[src/rtl/b5cs_pkg.sv]
// ----------------------------------------------------------------------------
// Big5 content scorer package
// Shared widths, constants and types for the scorer and its byte classifier.
// ----------------------------------------------------------------------------
package b5cs_pkg;

   localparam int SCORE_WIDTH = 16;
   localparam int MATCH_WIDTH = 17;
   localparam int OUT_WIDTH   = 16;
   localparam int CAP_WIDTH   = (SCORE_WIDTH > OUT_WIDTH) ? SCORE_WIDTH : OUT_WIDTH;

   localparam logic [OUT_WIDTH-1:0] OUT_MAX = '1;

   localparam logic [7:0] BYTE_NUL      = 8'h00;
   localparam logic [7:0] BYTE_TAB      = 8'h09;
   localparam logic [7:0] BYTE_LF       = 8'h0A;
   localparam logic [7:0] BYTE_CR       = 8'h0D;
   localparam logic [7:0] CONTROL_LIMIT = 8'd32;
   localparam logic [7:0] HIGH_BIT      = 8'h80;
   localparam logic [7:0] LEAD_LO       = 8'h81;
   localparam logic [7:0] LEAD_HI       = 8'hFE;
   localparam logic [7:0] TRAIL_LO_A    = 8'h40;
   localparam logic [7:0] TRAIL_HI_A    = 8'h7E;
   localparam logic [7:0] TRAIL_LO_B    = 8'hA1;
   localparam logic [7:0] TRAIL_HI_B    = 8'hFE;

   typedef enum logic [1:0] {
      KIND_REJECT,
      KIND_CONTROL,
      KIND_ASCII,
      KIND_LEAD
   } byte_kind_type;

   typedef struct packed {
      byte_kind_type kind;
      logic          trail_ok;
   } byte_class_type;

endpackage

[src/rtl/b5cs_byte_class.sv]
// ----------------------------------------------------------------------------
// Big5 byte classifier
// Sorts one byte into reject, control, ASCII or lead, and flags a valid trail.
// ----------------------------------------------------------------------------
module b5cs_byte_class import b5cs_pkg::*; (
   input  logic [7:0]     text_byte,
   output byte_class_type byte_class
);

   always_comb begin
      byte_class.trail_ok = (text_byte inside {[TRAIL_LO_A:TRAIL_HI_A],
                                               [TRAIL_LO_B:TRAIL_HI_B]});
      if (text_byte == BYTE_NUL) begin
         byte_class.kind = KIND_REJECT;
      end else if (text_byte < CONTROL_LIMIT) begin
         // Tab, LF and CR count as ordinary text.
         if (text_byte inside {BYTE_TAB, BYTE_LF, BYTE_CR}) begin
            byte_class.kind = KIND_ASCII;
         end else begin
            byte_class.kind = KIND_CONTROL;
         end
      end else if (text_byte < HIGH_BIT) begin
         byte_class.kind = KIND_ASCII;
      end else if (text_byte inside {[LEAD_LO:LEAD_HI]}) begin
         byte_class.kind = KIND_LEAD;
      end else begin
         byte_class.kind = KIND_REJECT;
      end
   end

endmodule

[config.mk]
export PLATFORM = sky130hd
export DESIGN_NAME = b5cs_byte_class
export DESIGN_NICKNAME = d
export VERILOG_FILES = /design/src/rtl/b5cs_pkg.sv /design/src/rtl/b5cs_byte_class.sv
export SDC_FILE = /design/constraint.sdc
export NUM_CORES = 1
export LEC_CHECK = 0
export CAP_MARGIN = 40
export CORE_AREA = 2 2 39 41
export DETAILED_ROUTE_END_ITERATION = 16
export DIE_AREA = 0 0 41 43
export DONT_BUFFER_PORTS = 1
export PLACE_DENSITY = 0.3
export SLEW_MARGIN = 10
export SYNTH_ARGS = -nofsm -noshare
export SYNTH_HDL_FRONTEND = slang
export SYNTH_SLANG_ARGS = --single-unit
[constraint.sdc]
create_clock -name vclk -period 1.5
set_clock_uncertainty 0.1 [all_clocks]
set_input_delay 0.15 -clock vclk [all_inputs]
set_output_delay 0.15 -clock vclk [all_outputs]
set_load 0.05 [all_outputs]
# Word-level counts from Yosys, hierarchy flattened
# Index checks and enable logic that the tools add are counted.
[op_classes]
n_lt_le_gt_ge = 7
eq_ne = 3
n_mux = 5
n_reduce_logical = 6
[ops]
columns = ["op", "n"]
rows = [
  ["$eq 8x4->1 const B", 3],
  ["$ge 8x8->1 const B", 2],
  ["$mux 2", 5],
  ["$ge 8x7->1 const B", 1],
  ["$le 8x7->1 const B", 1],
  ["$le 8x8->1 const B", 1],
  ["$logic_not 8->1", 1],
  ["$lt 8x6->1 const B", 1],
  ["$lt 8x8->1 const B", 1],
  ["$logic_and 1x1->1", 3],
  ["$reduce_bool 3->1", 1],
  ["$reduce_bool 2->1", 1],
]
[word_totals]
regBits = 0
output_inout_bits = 3
wordCells = 21

# Longest topological paths before layout
[logic_depth]
ltp_word = 6
depth_mapped = 3

# Least setup slack after synthesis
# OpenSTA, ideal clock, no wires.
[synth_path]
path_type = "in2out"
from = "input text_byte[4]"
to = "output byte_class[2] (netlist bit)"
arrival_ns = 1.748
t_required_ns = 1.250
setup_slack_ns = -0.498
cell_stages = 3
path_buffers = 0
cell_sequence = "nor4b_2 a211oi_1 a211oi_1"
[synth_rtl]
columns = ["item", "line", "source"]
rows = [
  ["start: declaration", "b5cs_byte_class.sv:6", "input logic [7:0] text_byte,"],
  ["end: declaration", "b5cs_byte_class.sv:7", "output byte_class_type byte_class"],
]

==> qor.yml <==
timing:
  totalNegativeSetupSlack_ns: 0
  post-route-worst-setup-slack_ns: 0.0357
  post-route-period-util_pct: 97.6
  max_freq_ghz: 0.683
  final_max_slew_viol_count: 0
  worst-slew-pin-transition_ns: 0.362
  final.min_clock_period_ns: 1.46
  finalHoldViolations: 0
  setup_viol_count_final: 0
  worst_slew_slack_as_a_fraction_of_its_limit_pct: 75.7
  setup_repair_after_global_routing_missed_its_margin: "no"
grt:
  met1_usage_in_global_routing_pct: 10.4
  grt_antenna_before_repair: 0
  global_route.overflow_total: 0
  grt_pass1_wl_um: 710
  groute.layer.met2.usage_pct: 6.25
  grt_start_max_net_pins: 6
  first_global_vias: 180
  grt.busiest_layer: "met1"
  grt_use_total_pct: 5.39
  met3_routing_resource_usage_after_global_routing_pct: 0.524
synthesis:
  avgSynthCellArea_um2: 8.52
  ys_seq_area_share_pct: 0
  synth.top_cells.by_area: "sky130_fd_sc_hd__nor4_4 (16%), sky130_fd_sc_hd__a211oi_1 (11%), sky130_fd_sc_hd__nor4b_2 (11%)"
  synth.top_cell.area_share_pct: 15.6
  mappedNetlistArea_um2: 136
  synthesis.yosys.warnings: 0
  synthDistinctLibCells: 14
  netlist.top_cell.by_area: "sky130_fd_sc_hd__nor4_4"
  syn-num-nets: 24
  postSynthCellCount: 16
finish:
  antenna_cells: 0
  area.sequential_um2: 0
  final.fill_count: 152
  clock_buffer_instance_count_of_the_final_layout: 0
  final_net_count: 29
  multi_input_comb_area_um2: 161
  num_sequential: 0
  drive_gt1_share_pct: 57.9
  area.growth.synth_to_final_pct: 70.6
route:
  postRouteAntennaNets: 0
  detail_route.vias_per_cell: 4.57
  detail_route.iter0.violations: 7
  firstDrtPassIters: 4
  post_drt_wl_per_cell_um: 11.7
  via_count: 160
  drt_drc_violations_left: 0
  post_detailed_routing_wire_length_um: 411
pwr:
  p_comb_share_pct: 100.0
  peakVddDrop_v: 0.0000855
  power.density_cell_area_nw_per_um2: 248
  power.switching_uw: 30.5
  power.internal_uw: 27.1
  power.share.clock_pct: 0
  pwr-share-seq_pct: 0
  power.static_leakage_uw: 0.0000665
  netSwitchingFraction_pct: 52.9
die:
  die_width_um: 41
  fp-row-count: 14
  design.die.area_um2: 1760
  initial_core_util_pct: 9.86
  fp.dieH_um: 43
  io-pin-count: 11
  core-area_um2: 1380
placement:
  place.gp.congestion: 0.654
  place_ws_ns: 0.0306
  detailed_place_hpwl_um: 364
  io_buffer_count: 0
worst_setup_path:
  crit_path_end_kind: "output port"
  critPathKind: "input pin to output port"
  worst-endpoint-arrival_ns: 1.21
  worst_ep_required_time_ns: 1.25
  worstPathMaxFanout: 4
  crit_path_start_kind: "input pin"
min_path:
  min_delay_worst_endpoint: "byte_class[2]"
  hp-start: "text_byte[7]"
  number_of_cells_on_the_worst_hold_path: 2
  min_path_type: "input pin to output port"
clock_tree:
  cts.hold.buffers_added: 0
run:
  cap_violations: 0
run_status:
  status: "finished clean"
-- layout by cell type, fill, tap and decap left out --
cell                       count
sky130_fd_sc_hd__a211o_1       1
sky130_fd_sc_hd__nor2_1        1
sky130_fd_sc_hd__nor4b_2       1
sky130_fd_sc_hd__a21oi_4       1
sky130_fd_sc_hd__a21oi_1       1
sky130_fd_sc_hd__and4bb_2      1
sky130_fd_sc_hd__o21ai_0       1
sky130_fd_sc_hd__buf_4         1
sky130_fd_sc_hd__or3_1         1
sky130_fd_sc_hd__nand4_1       1
sky130_fd_sc_hd__nor4_4        1
sky130_fd_sc_hd__nand3_1       1
sky130_fd_sc_hd__or4_4         1
sky130_fd_sc_hd__a211oi_4      1
sky130_fd_sc_hd__inv_1         1
sky130_fd_sc_hd__buf_12        2
sky130_fd_sc_hd__a211oi_2      1
sky130_fd_sc_hd__o211ai_2      1
-- through the flow --
stage / hold WS, ns / area [um^2] / util (%) / cells / power (uW)
after floorplan: 0.304 / 160 / - / 16 / 38.2
after global placement: 0.392 / 228 / 16.5 / 35 / 57.2
after detailed placement: 0.390 / 228 / 16.5 / 35 / 57.3
after CTS: 0.393 / 228 / 16.5 / 35 / 57.5
after global routing: 0.396 / 233 / 16.8 / 35 / 61.1
final: 0.392 / 233 / 16.8 / 35 / 57.6
-- worst max-delay path by stage --
stage / startpoint / endpoint / slack (ns)
final: text_byte[4] / byte_class[2] / 0.04
after global routing: text_byte[4] / byte_class[2] / 0.01
after CTS: text_byte[4] / byte_class[2] / 0.02
after detailed placement: text_byte[4] / byte_class[2] / 0.03
after global placement: text_byte[4] / byte_class[2] / 0.03
after floorplan: text_byte[4] / byte_class[0] / 0.10
-- layer usage --
metal  up-vias  wire (um)
li1         75          -
met1        68        194
met2        17        126
met3         0         90
met4         0          0
met5         -          0
-- synth_stat cells --
cell	count
sky130_fd_sc_hd__a211o_1	1
sky130_fd_sc_hd__a211oi_1	2
sky130_fd_sc_hd__a21oi_1	2
sky130_fd_sc_hd__and4bb_2	1
sky130_fd_sc_hd__inv_1	1
sky130_fd_sc_hd__nand3_1	1
sky130_fd_sc_hd__nand4_1	1
sky130_fd_sc_hd__nor2_1	1
sky130_fd_sc_hd__nor4_4	1
sky130_fd_sc_hd__nor4b_2	1
sky130_fd_sc_hd__o211ai_2	1
sky130_fd_sc_hd__o21ai_0	1
sky130_fd_sc_hd__or3_1	1
sky130_fd_sc_hd__or4_4	1
-- logic make-up after synthesis --
logic type	count (synthesis)	share of synthesized area (%)
and+or+nand+nor	8	59.6
AOI/OAI and AO/OA	7	37.6
buffers and inverters	1	2.75
-- cell type report --
class | instances | share of cell area (%)
inverters | 1 | 1.61
multi-input cells | 15 | 69.4
well taps | 16 | 8.60
repair buffers | 3 | 20.4
-- power groups by stage --
stage,clock (uW),sequential [uW],combinational [uW]
after global routing,0,0,61.1
after global placement,0,0,57.2
final,0,0,57.6
after CTS,0,0,57.5
after detailed placement,0,0,57.3
after floorplan,0,0,38.2
-- what timing repair did --
| item | in CTS | in global routing |
|---|---|---|
| buffers inserted | 0 | 0 |
| setup endpoints to repair | 0 | 1 |
| resized for setup | 0 | 1 |
-- critical path, stage by stage --
cell and delay, ns:
sky130_fd_sc_hd__or4_4 0.55, sky130_fd_sc_hd__nor4_4 0.28, sky130_fd_sc_hd__a211oi_4 0.07, sky130_fd_sc_hd__buf_12 0.16
(Power assumes the default switching activity.)
